==> config.mk <==
export PLATFORM = sky130hd
export DESIGN_NAME = float32_truncating_adder
export DESIGN_NICKNAME = d
export VERILOG_FILES = /design/src/rtl/fta_pkg.sv /design/src/rtl/fta_align.sv /design/src/rtl/fta_norm.sv /design/src/rtl/float32_truncating_adder.sv
export SDC_FILE = /design/constraint.sdc
export NUM_CORES = 1
export LEC_CHECK = 0
export ABC_AREA = 1
export BUFFER_PORTS_ARGS = -buffer_cell sky130_fd_sc_hd__buf_2
export CORE_ASPECT_RATIO = 1.5
export CORE_MARGIN = 3
export CORE_UTILIZATION = 62
export CTS_BUF_LIST = sky130_fd_sc_hd__clkbuf_4 sky130_fd_sc_hd__clkbuf_8 sky130_fd_sc_hd__clkbuf_16
export CTS_CLUSTER_DIAMETER = 120
export DETAILED_ROUTE_END_ITERATION = 8
export PLACE_DENSITY = 0.82
export SYNTH_ARGS = -nofsm -noshare
export SYNTH_HDL_FRONTEND = slang
export SYNTH_HIERARCHICAL = 1
export SYNTH_SLANG_ARGS = --single-unit
==> constraint.sdc <==
create_clock -name clk -period 5.8 [get_ports clk]
set_clock_uncertainty 0.1 [all_clocks]
set_input_delay 1.74 -clock clk [delete_from_list [all_inputs] [get_ports clk]]
set_output_delay 1.74 -clock clk [all_outputs]
set_load 0.1 [all_outputs]
==> src/rtl/fta_pkg.sv <==
// Package: field widths and stage payload types for the truncating adder
`default_nettype none
package fta_pkg;
  localparam int unsigned FracW = 23;
  localparam int unsigned ExpW  = 8;
  localparam int unsigned SigW  = 24;
  localparam int unsigned MagW  = 25;
  localparam int unsigned AlignLimit = 24;

  // Stage 1 -> 2: aligned significands
  typedef struct packed {
    logic               neg_sum;
    logic               sub;
    logic [ExpW-1:0]    exp_big;
    logic [SigW-1:0]    sig_big;
    logic [SigW-1:0]    sig_small;
  } align_t;

  // Stage 2 -> 3: magnitude
  typedef struct packed {
    logic               neg_sum;
    logic [ExpW-1:0]    exp_big;
    logic [MagW-1:0]    mag;
  } mag_t;
endpackage
`default_nettype wire

==> src/rtl/fta_align.sv <==
// Stage 1 logic: sign, exponent compare and alignment shift
`default_nettype none
module fta_align (
  input  wire logic [31:0]     operand_a,
  input  wire logic [31:0]     operand_b,
  output fta_pkg::align_t      align
);
  logic                       neg_a, neg_b, a_bigger, b_bigger, swap;
  logic [fta_pkg::ExpW-1:0]   exp_a, exp_b, diff;
  logic [fta_pkg::SigW-1:0]   sig_a, sig_b, sig_s;

  always_comb begin
    neg_a = operand_a[31];
    neg_b = operand_b[31];
    exp_a = operand_a[30:23];
    exp_b = operand_b[30:23];
    sig_a = {1'b1, operand_a[22:0]};
    sig_b = {1'b1, operand_b[22:0]};
    a_bigger = (exp_a > exp_b) || ((exp_a == exp_b) && (sig_a > sig_b));
    b_bigger = (exp_a < exp_b) || ((exp_a == exp_b) && (sig_a < sig_b));
    swap = b_bigger;
    diff = (exp_a < exp_b) ? (exp_b - exp_a) : (exp_a - exp_b);
    sig_s = swap ? sig_a : sig_b;
    align.neg_sum   = (neg_a && neg_b) || (neg_a && a_bigger) || (neg_b && b_bigger);
    align.sub       = neg_a ^ neg_b;
    align.exp_big   = (exp_a < exp_b) ? exp_b : exp_a;
    align.sig_big   = swap ? sig_b : sig_a;
    align.sig_small = (diff < fta_pkg::ExpW'(fta_pkg::AlignLimit)) ? (sig_s >> diff) : '0;
  end
endmodule
`default_nettype wire

==> src/rtl/fta_norm.sv <==
// Stage 3 logic: leading-one search, normalising shift and packing
`default_nettype none
module fta_norm (
  input  wire fta_pkg::mag_t   mag_in,
  output logic [31:0]          sum_bits
);
  logic [4:0]                 lead;
  logic                       found;
  logic [fta_pkg::MagW-1:0]   shifted;
  logic [fta_pkg::ExpW-1:0]   exp_out;

  always_comb begin
    lead  = '0;
    found = 1'b0;
    for (int k = 0; k < fta_pkg::MagW; k++) begin
      if (mag_in.mag[k]) begin
        lead  = 5'(k);
        found = 1'b1;
      end
    end
    if (mag_in.mag[24]) begin
      shifted = mag_in.mag >> 1;
    end else begin
      shifted = mag_in.mag << (5'(fta_pkg::FracW) - lead);
    end
    exp_out = mag_in.exp_big + 8'(lead) - 8'(fta_pkg::FracW);
    if (!found) begin
      sum_bits = {mag_in.neg_sum, 31'd0};
    end else begin
      sum_bits = {mag_in.neg_sum, exp_out, shifted[22:0]};
    end
  end
endmodule
`default_nettype wire

==> src/rtl/float32_truncating_adder.sv <==
// Top level: three-stage pipelined single-precision truncating adder
// Usage:
//   Input channel: in_operand_a, in_operand_b with in_valid / in_stall.
//   A word is taken at a rising edge with in_valid high and in_stall low.
//   Result channel: out_sum_bits with out_valid / out_stall.
//   Each word passes the align, magnitude and result registers in order,
//   and out_valid rises once it reaches the result register.
//   Throughput: one word per cycle while out_stall is low; stage 1 aligns,
//   stage 2 adds or subtracts, stage 3 normalises and drives the output register.
//   When out_stall is high a full pipeline holds; a stage with a bubble
//   still fills, so in_stall only rises when all three stages hold words.
//   Synchronous active-low reset clears all valid bits; payload is not reset.
//   No special values: zero, subnormal, infinity and NaN are read as
//   normal numbers and rounding is truncation.
`default_nettype none
module float32_truncating_adder (
  input  wire logic        clk,
  input  wire logic        rst_n,
  input  wire logic        in_valid,
  output logic             in_stall,
  input  wire logic [31:0] in_operand_a,
  input  wire logic [31:0] in_operand_b,
  output logic             out_valid,
  input  wire logic        out_stall,
  output logic [31:0]      out_sum_bits
);
  fta_pkg::align_t align_nxt, align_r;
  fta_pkg::mag_t   mag_nxt, mag_r;
  logic [31:0]     sum_nxt, sum_r;
  logic            v1_r, v2_r, v3_r;
  logic            en1, en2, en3;

  assign en3 = !v3_r || !out_stall;
  assign en2 = !v2_r || en3;
  assign en1 = !v1_r || en2;
  assign in_stall = !en1;

  fta_align u_align (.operand_a(in_operand_a), .operand_b(in_operand_b), .align(align_nxt));

  always_comb begin
    mag_nxt.neg_sum = align_r.neg_sum;
    mag_nxt.exp_big = align_r.exp_big;
    if (align_r.sub) begin
      mag_nxt.mag = {1'b0, align_r.sig_big} - {1'b0, align_r.sig_small};
    end else begin
      mag_nxt.mag = {1'b0, align_r.sig_big} + {1'b0, align_r.sig_small};
    end
  end

  fta_norm u_norm (.mag_in(mag_r), .sum_bits(sum_nxt));

  always_ff @(posedge clk) begin
    if (!rst_n) begin
      v1_r <= 1'b0;
      v2_r <= 1'b0;
      v3_r <= 1'b0;
    end else begin
      if (en1) v1_r <= in_valid;
      if (en2) v2_r <= v1_r;
      if (en3) v3_r <= v2_r;
    end
  end

  always_ff @(posedge clk) begin
    if (en1) align_r <= align_nxt;
    if (en2) mag_r   <= mag_nxt;
    if (en3) sum_r   <= sum_nxt;
  end

  assign out_valid    = v3_r;
  assign out_sum_bits = sum_r;
endmodule
`default_nettype wire

==> results of run 1 <==
-- cells in the final DEF, fill, tap and decap left out, types with 3 or more instances in the layout --
cell type    n
xnor2_1      8
inv_6        3
fa_1         4
nor3_4       3
dfxtp_1      3
o211ai_1     5
ha_1        75
nand2_1    622
and2_1       5
o21bai_1     4
buf_4       20
nand4_1     17
o21ai_2      4
clkbuf_16   17
clkinv_1     4
diode_2     11
nor2_1     138
xor2_1      20
a21oi_1     59
inv_2        8
a21o_1       3
edfxtp_1   124
nand3b_1     3
o21ai_0     58
nand2_4      3
clkinv_8     3
o21ai_1      3
nand3_1    276
inv_1      245
nor3_1       5
nor2_2       5
nand2_2      6
buf_2      100
o22ai_1      4
inv_8        6
nor2_4       5
-- cell usage after synthesis (2+ instances only) --
library cell and instances:
o21ai_2 4, and2_1 5, nor2_1 139, clkinv_1 4, and3_1 2, buf_6 4, nand4_1 17, o21bai_1 4
o21ai_1 3, edfxtp_1 124, nor2_4 4, clkbuf_1 20, nor2_2 5, fa_1 4, o21ai_0 58, nand2_1 622
o22ai_1 4, nand3b_1 3, nand2_2 6, nor3_4 3, nor3_1 5, nand3_4 2, o211ai_1 5, dfxtp_1 3
a21o_1 3, buf_4 11, nand2_4 3, nand3_1 276, xor2_1 20, ha_1 75, inv_2 7, xor2_2 2
nand3_2 2, inv_1 246, a21oi_1 59, nor3_2 2, xnor2_1 8, buf_2 18
-- flip-flops by register name, indices dropped and copies added (netlist names) --
register	count
v1_r	1
v2_r	1
out_valid	1
align_r	58
out_sum_bits	32
mag_r	34
-- final timing paths --
kind	start	endpoint	slack (ns)
setup reg to reg	mag_r[3]	out_sum_bits[30]	1.58
setup / recovery	in_operand_a[26]	align_r[46]	1.17
hold reg to reg	align_r[57]	mag_r[33]	0.31
hold / removal	align_r[57]	mag_r[33]	0.31
-- stage by stage --
step	total power (W)	instances	area [um^2]	hold slack, ns
2_1_floorplan	0.00559	1796	11900	0.300
3_3_place_gp	0.00665	2115	12600	0.302
3_5_place_dp	0.00672	2115	12600	0.305
4_1_cts	0.00786	2147	13200	0.318
5_1_grt	0.00853	2158	13300	0.328
6_report	0.00796	2158	13300	0.314
-- worst max-delay path, stage by stage --
cell and delay, ns:
buf_2 0.09, inv_1 0.05, ha_1 0.43, nand2_1 0.14, inv_2 0.10, nand3_1 0.08
nor2_1 0.19, nand2_1 0.09, nor2_2 0.14, nand3_4 0.29, nand2_4 0.36, clkinv_1 0.41
buf_4 0.36, o21ai_0 0.29
-- cells by family after synthesis --
group / after synthesis
AO/OA/AOI/OAI: 148
XOR/XNOR: 30
adder cells (fa/ha/maj): 79
buffers and inverters: 311
flip-flops: 127
other: 1
AND/OR/NAND/NOR: 1100
-- cell type report --
| type | instances | share of cell area, % |
|---|---|---|
| Antenna cell | 11 | 0.208 |
| Clock buffer | 17 | 3.21 |
| Clock inverter | 15 | 1.42 |
| Inverter | 257 | 7.28 |
| Multi-Input combinational cell | 1358 | 51.9 |
| Sequential cell | 127 | 28.5 |
| Tap cell | 252 | 2.38 |
| Timing Repair Buffer | 121 | 5.06 |
-- where the power goes --
group          internal (W)  switching (W)
Combinational       0.00145        0.00376
Sequential          0.00144       0.000200
Clock              0.000621       0.000493
Total               0.00351        0.00445
-- layer usage --
layer | part of all wire, % | wire length [um]
met5 | 0 | 0
met4 | 11 | 4140
met3 | 5.4 | 2070
met2 | 52 | 20000
met1 | 31 | 11900
==> results.json, run 1 <==
{
  "grt_pass1_vias": 11971,
  "worst_slew_pin_slew_ns": 0.933,
  "cts_setup_buffers": 0,
  "synthSimpleGateAreaFrac_pct": 39.8,
  "fin_ws_ns": 1.17,
  "h-tree-depth": 4,
  "r2r_cells": 36,
  "gp_congestion": 1.01,
  "hpwl_mm": 30.2,
  "yosys.area_share.xor_xnor_pct": 2.33,
  "track_usage_pct": 36.3,
  "synth_compound_area_share_pct": 6.95,
  "die_area_um2": 21000,
  "synthTopCellsByArea": "edfxtp_1 (31%), nand2_1 (20%), nand3_1 (12%)",
  "drcViolationCount": 0,
  "numCtsBuffers": 17,
  "critPathKind": "primary input to flip-flop",
  "multi_input_area_um2": 6880,
  "synth_edf_count": 124,
  "fin_setup_tns_ns": 0,
  "vias": 12584,
  "routedWlPerCell_um": 17.7,
  "synth-adder-area-share_pct": 8.54,
  "grt_pass1_wl_mm": 58.8,
  "use_met2_pct": 69.0,
  "synth_cells": 1796,
  "min_path_type": "flip-flop to flip-flop",
  "fillers": 1626,
  "synthMuxAreaShare_pct": 0,
  "synth_seq_cells": 127,
  "synth_top_family_by_area": "simple AND/OR/NAND/NOR gates",
  "ys_types": 52,
  "drv_slew": 0,
  "grt_max_degree": 58,
  "maxCapViolations": 0,
  "cp-start-kind": "primary input",
  "first_iter_violations": 1285,
  "ioPinCount": 102,
  "ant_nets": 0,
  "grt_use_met3_pct": 5.19,
  "drive_gt1_share_pct": 10.6,
  "rows": 61,
  "drt_wl_total_mm": 38.1,
  "fin_nets": 2029,
  "synth_top_area_share_pct": 31.2,
  "rsz0062_at_grt": "no",
  "cts_tree": "yes",
  "grt_overflow_total": 0,
  "ir_worst_vdd_uv": 270,
  "fin_util_pct": 70.9,
  "p_leak_nw": 6.98,
  "core_um2": 18700,
  "clk_pin_slew_ns": 0.06,
  "yosys_warnings": 6,
  "clock_latency_ns": 0.44,
  "die_x_um": 119,
  "cts-root-buf": "clkbuf_16",
  "die_h_um": 176,
  "layout_worst_path_cycle_share_pct": 79.8,
  "top_usage_layer": "met2",
  "crit_fanout": 30,
  "area_delta_synth_final_pct": 11.1,
  "cts_hold_buf": 0,
  "clockBufferDepth": 2,
  "dp_worst_setup_slack_ns": 0.851,
  "ys_async_sr_fraction_pct": 0,
  "syn_area_per_cell_um2": 6.64,
  "hold_viol": 0,
  "seq_area_frac_synth_pct": 31.7,
  "critPathCaptureType": "flip-flop",
  "synth_largest_area_cell": "edfxtp_1",
  "setup_viol": 0,
  "synth_nets": 1943,
  "relSlewSlack_pct": 37.6,
  "cts_resized": 0,
  "cts_sinks": 127,
  "synthesis.area_um2": 11900,
  "via_per_inst": 5.83,
  "start_util_pct": 63.8,
  "first_pass_iters": 6,
  "antenna_found_initial": 11,
  "status": "completed",
  "fin_crit_ns": 4.63,
  "cp.required_ns": 5.93,
  "max_freq_mhz": 216,
  "crit_arrival_ns": 4.76,
  "p_per_area_nw_per_um2": 600,
  "synth_ff_type": "edfxtp_1",
  "io_buffers": 101,
  "globalRouteMet1Util_pct": 31.9,
  "holdPathStages": 0,
  "seq_area_um2": 3780
}
No activity file was read; power rests on OpenSTA's default activity.
==> inputs of run 2 (changes only) <==
- CORE_UTILIZATION: 62 -> 56
- PLACE_DENSITY: 0.82 -> 0.79
- clock period: 5.8 -> 3.8 ns (I/O delays scaled with it)
==> run 2 against run 1 <==
The flow now finishes with violations (setup timing). First-iteration DRC count down 5.1%. Hold slack about the same. Power grew 60%. Register-to-register slack worse by 1.7 ns. Sequential share of layout area shrank 1.9 points. Utilization down 2.2 points. Wire length rose by 2.3%. Critical path depth increased by 11. Design area is 7.0% higher. Via count up 0.57%. Largest power group unchanged.
==> results.json, run 2 (synthesis gave the netlist of run 1 again) <==
{
  "first_pass_iters": 6,
  "layout_worst_path_cycle_share_pct": 103,
  "die_h_um": 185,
  "antenna_found_initial": 1,
  "critPathCaptureType": "flip-flop",
  "clk_pin_slew_ns": 0.06,
  "worst_slew_pin_slew_ns": 0.747,
  "fin_ws_ns": -0.103,
  "setup_viol": 1,
  "critPathKind": "flip-flop to flip-flop",
  "crit_top_cell": "nand2_1",
  "drt_wl_total_mm": 39.0,
  "die_area_um2": 23100,
  "grt_max_degree": 59,
  "seq_area_um2": 3780,
  "via_per_inst": 5.60,
  "drive_gt1_share_pct": 16.1,
  "hpwl_mm": 31.1,
  "r2r_end": "out_sum_bits[30]",
  "mostFrequentLayoutCells": "nand2_1 (616), nand3_1 (275), inv_1 (242)",
  "slowest_delay_ns": 0.43,
  "r2r_cells": 25,
  "cp-start-kind": "flip-flop",
  "rsz0062_at_grt": "yes",
  "fillers": 1829,
  "die_x_um": 125,
  "clock_latency_ns": 0.42,
  "routedWlPerCell_um": 17.3,
  "first_iter_violations": 1219,
  "fin_setup_tns_ns": -0.103,
  "ioPinCount": 102,
  "top_register": "align_r",
  "status": "finished with violations",
  "rr_startpoint": "mag_r[2]",
  "cts-root-buf": "clkbuf_16",
  "h-tree-depth": 4,
  "rows": 64,
  "cts_tree": "yes",
  "hold_viol": 0,
  "max_freq_mhz": 256,
  "min_path_type": "flip-flop to flip-flop",
  "gp_congestion": 1.04,
  "grt_overflow_total": 0,
  "largest_register_ffs": 58,
  "p_per_area_nw_per_um2": 896,
  "slowest_stage": "edfxtp_1",
  "area_delta_synth_final_pct": 18.9,
  "start_util_pct": 57.8,
  "holdPathEnd": "mag_r[30]",
  "crit_arrival_ns": 3.98,
  "violations": "setup timing",
  "io_buffers": 101,
  "crit_fanout": 3,
  "r2r_setup_slack_ns": -0.10,
  "fin_nets": 2131,
  "maxCapViolations": 0,
  "vias": 12656,
  "clockBufferDepth": 2,
  "holdPathStages": 0,
  "fin_util_pct": 68.7,
  "core_um2": 20700,
  "grt_pass1_vias": 12529,
  "relSlewSlack_pct": 49.8,
  "drv_slew": 0,
  "numCtsBuffers": 17,
  "grt_pass1_wl_mm": 61.2,
  "ir_worst_vdd_uv": 444,
  "cts_sinks": 127,
  "drcViolationCount": 0,
  "cts_hold_buf": 0,
  "layout_commonest_cell": "nand2_1",
  "p_leak_nw": 7.49,
  "fin_crit_ns": 3.90,
  "cp.required_ns": 3.88,
  "multi_input_area_um2": 6980,
  "hold_start": "align_r[53]",
  "track_usage_pct": 33.7,
  "ant_nets": 0
}
run 2: changes by cell type in the layout (fill, tap and decap cells not counted), sizes merged:
cell / previous run / this run
clkbuf: 17 / 21
diode: 11 / 1
clkinvlp: 1 / 6
inv: 262 / 251
clkinv: 8 / 9
bufinv: 1 / 2
buf: 121 / 223
run 2: through the flow:
stage | area (um^2) | total power (W) | setup slack, ns | std cells | hold WS, ns
final | 14200 | 0.0127 | -0.103 | 2262 | 0.315
after global routing | 14200 | 0.0137 | -0.355 | 2262 | 0.326
after CTS | 14000 | 0.0124 | 0.0276 | 2252 | 0.318
after detailed placement | 13500 | 0.0107 | -0.190 | 2219 | 0.305
after global placement | 13500 | 0.0106 | -0.165 | 2219 | 0.302
after floorplan | 12000 | 0.00853 | -0.416 | 1796 | 0.300
run 2: layout make-up:
cell class              count  area share [%]
clock buffers              21            3.21
diodes                      1          0.0176
repair buffers            223            10.9
flip-flops and latches    127            26.7
multi-input cells        1358            49.2
clock inverters            11           0.829
well taps                 264            2.33
inverters                 257            6.85
run 2: worst max path at each step:
| stage | from | to | slack, ns | depth (start not counted) |
|---|---|---|---|---|
| final | mag_r[2] | out_sum_bits[30] | -0.10 | 25 |
| after global routing | mag_r[2] | out_sum_bits[30] | -0.36 | 37 |
| after CTS | mag_r[3] | out_sum_bits[30] | 0.03 | 36 |
| after detailed placement | in_operand_a[23] | align_r[11] | -0.19 | 16 |
| after global placement | in_operand_a[23] | align_r[11] | -0.17 | 16 |
| after floorplan | out_stall | align_r[0] | -0.42 | 5 |
run 2: worst max-delay path, delay by kind of cell (launching register included):
| family | cells | cell delay (ns) |
|---|---|---|
| buffers and inverters | 3 | 0.37 |
| and+or+nand+nor | 15 | 1.28 |
| xor gates and xnor gates | 1 | 0.15 |
| adders and majority gates | 3 | 0.78 |
| AOI/OAI and AO/OA | 3 | 0.57 |
| DFF | 1 | 0.43 |
run 2: power by group:
part           switching (W)  total (W)  internal [W]
logic                0.00598    0.00864       0.00265
clock network       0.000614    0.00160      0.000987
registers           0.000289    0.00248       0.00219
total                0.00688     0.0127       0.00583
run 2: timing repair:
action | in CTS | in global routing
setup buffers | 1 | 9
pin swaps | 1 | 16
setup endpoints to repair | 1 | 13
hold endpoints to repair | 0 | 0
cloned | 0 | 0
gates resized for setup | 3 | 19
run 2: layer usage:
metal / up-vias / global-route usage, % / part of all wire [%]
met4: 0 / 23.8 / 7.6
met3: 165 / 3.29 / 4.6
li1: 6191 / - / -
met5: - / 0 / 0
met1: 5718 / 31.9 / 33
met2: 582 / 67.0 / 55
==> inputs of run 3 (changes only) <==
- PLACE_DENSITY: 0.79 -> 0.75
==> run 3 against run 2 <==
The run now ends clean. Design area down 1.1%. Final cell count shrank 0.71%. Wire length down 3.7%. Register-to-register slack better by 0.13 ns. Utilization shrank 0.74 points. Non-clock buffer count shrank 18. Critical path type unchanged. Largest power group unchanged.
==> results.json, run 3 (synthesis gave the netlist of run 1 again) <==
{
  "worst_slew_pin_slew_ns": 0.868,
  "drive_gt1_share_pct": 15.1,
  "track_usage_pct": 32.8,
  "clockBufferDepth": 2,
  "r2r_end": "out_sum_bits[30]",
  "gp_congestion": 0.997,
  "die_area_um2": 23100,
  "crit_top_cell": "nand2_1",
  "whs_ns": 0.316,
  "cts_tree": "yes",
  "rows": 64,
  "min_path_type": "flip-flop to flip-flop",
  "critPathCaptureType": "flip-flop",
  "holdPathStages": 0,
  "status": "completed",
  "p_leak_nw": 7.42,
  "cp.required_ns": 3.88,
  "drv_slew": 0,
  "rr_startpoint": "mag_r[2]",
  "critPathKind": "flip-flop to flip-flop",
  "crit_arrival_ns": 3.85,
  "mostFrequentLayoutCells": "nand2_1 (620), nand3_1 (276), inv_1 (243)",
  "slowest_delay_ns": 0.44,
  "area_delta_synth_final_pct": 17.6,
  "power_frac_comb_pct": 67.2,
  "layout_commonest_cell": "nand2_1",
  "hold_viol": 0,
  "r2r_cells": 37,
  "max_freq_mhz": 265,
  "drcViolationCount": 0,
  "maxCapViolations": 0,
  "core_um2": 20700,
  "vias": 12546,
  "slowest_stage": "edfxtp_1",
  "ioPinCount": 102,
  "fin_crit_ns": 3.77,
  "top_register": "align_r",
  "clkPwrFrac_pct": 13.1,
  "start_util_pct": 57.8,
  "cts_sinks": 127,
  "cp-start-kind": "flip-flop",
  "power.switching_w": 0.00680,
  "drt_wl_total_mm": 37.6,
  "crit_fanout": 4,
  "holdPathEnd": "mag_r[31]",
  "crit_family": "simple AND/OR/NAND/NOR gates",
  "ir_worst_vdd_uv": 443,
  "pwr-share-seq_pct": 19.6,
  "cts_hold_buf": 0,
  "r2r_setup_slack_ns": 0.03,
  "relSlewSlack_pct": 41.9,
  "first_pass_iters": 6,
  "via_per_inst": 5.59,
  "clk_pin_slew_ns": 0.06,
  "h-tree-depth": 4,
  "critPathBufInv": 3,
  "largest_register_ffs": 58,
  "grt_pass1_wl_mm": 59.9,
  "fin_nets": 2113,
  "ant_nets": 0,
  "grt_max_degree": 59,
  "cts-root-buf": "clkbuf_16",
  "layout_worst_path_cycle_share_pct": 99.2,
  "p_per_area_nw_per_um2": 894,
  "die_x_um": 125,
  "setup_viol": 0,
  "antenna_found_initial": 3,
  "first_iter_violations": 1102,
  "hpwl_mm": 30.2,
  "internal-power_w": 0.00575,
  "die_h_um": 185,
  "grt_overflow_total": 0,
  "grt_pass1_vias": 12511,
  "fin_setup_tns_ns": 0,
  "routedWlPerCell_um": 16.7,
  "clock_latency_ns": 0.43,
  "switching_share_pct": 54.2,
  "io_buffers": 101,
  "hold_start": "align_r[54]",
  "rsz0062_at_grt": "yes",
  "numCtsBuffers": 17
}
## run 3: cell count changes in the layout (fill, tap and decap cells not counted), moves of 2 or more
cell / before / now
buf_12: 10 / 7
buf_4: 113 / 97
clkbuf_4: 4 / 1
clkinv_1: 5 / 3
clkinv_2: 3 / 5
clkinv_4: 1 / 3
clkinvlp_4: 6 / 3
diode_2: 1 / 3
inv_6: 0 / 2
nand2_1: 616 / 620
nand2_2: 11 / 7
## run 3: layout make-up
type / instances / area [um^2]
multi-input combinational: 1358 / 6960
fill: 1864 / 6620
sequential: 127 / 3780
timing repair buffer: 205 / 1380
inverter: 257 / 972
clock buffer: 18 / 433
tap: 264 / 330
clock inverter: 14 / 166
antenna: 3 / 7.51
## run 3: worst register-to-register path: cells and delay by family (launching register included)
family	cells	cell delay [ns]
AOI/OAI and AO/OA	2	0.30
buffers and inverters	3	0.14
xor gates and xnor gates	1	0.15
DFF	1	0.44
and+or+nand+nor	28	1.77
adders and majority gates	3	0.64
## run 3: repair_timing
item                                    4_1_cts  5_1_grt
endpoints found under the hold margin         0        0
buffers inserted                              0        5
endpoints found under the setup margin        0        4
gates resized for setup                       0       16
## run 3: power by group through the flow
stage | logic (W) | registers (W) | clock network (W)
floorplan | 0.00488 | 0.00365 | 0
global placement | 0.00804 | 0.00246 | 0
detailed placement | 0.00813 | 0.00249 | 0
CTS | 0.00819 | 0.00246 | 0.00167
global route | 0.00928 | 0.00251 | 0.00174
finish | 0.00844 | 0.00246 | 0.00165
## run 3: stage by stage
stage	utilization (%)	area, um^2	total power [W]	cells	setup WS [ns]
5_1_grt	67.9	14000	0.0135	2246	-0.353
3_5_place_dp	64.5	13300	0.0106	2206	-0.226
2_1_floorplan	-	12000	0.00853	1796	-0.416
4_1_cts	67.4	13900	0.0123	2238	0.00118
6_report	67.9	14000	0.0126	2246	0.0296
3_3_place_gp	64.5	13300	0.0105	2206	-0.148
## run 3: worst max-delay path by stage
stage                          start          endpoint  cells past startpoint
global placement    in_operand_a[23]        align_r[1]                     18
finish                      mag_r[2]  out_sum_bits[30]                     37
global route                mag_r[2]  out_sum_bits[30]                     37
detailed placement  in_operand_a[23]        align_r[1]                     18
floorplan                  out_stall        align_r[0]                      5
CTS                         mag_r[2]  out_sum_bits[30]                     24
## run 3: metal layers
metal  global-route usage, %  vias to the layer above  routed length, um
met5                       0                        -                  0
met4                    24.3                        0               3210
met3                    4.15                      183               1670
met2                    64.6                      521              20300
met1                    30.5                     5697              12500
li1                        -                     6145                  -
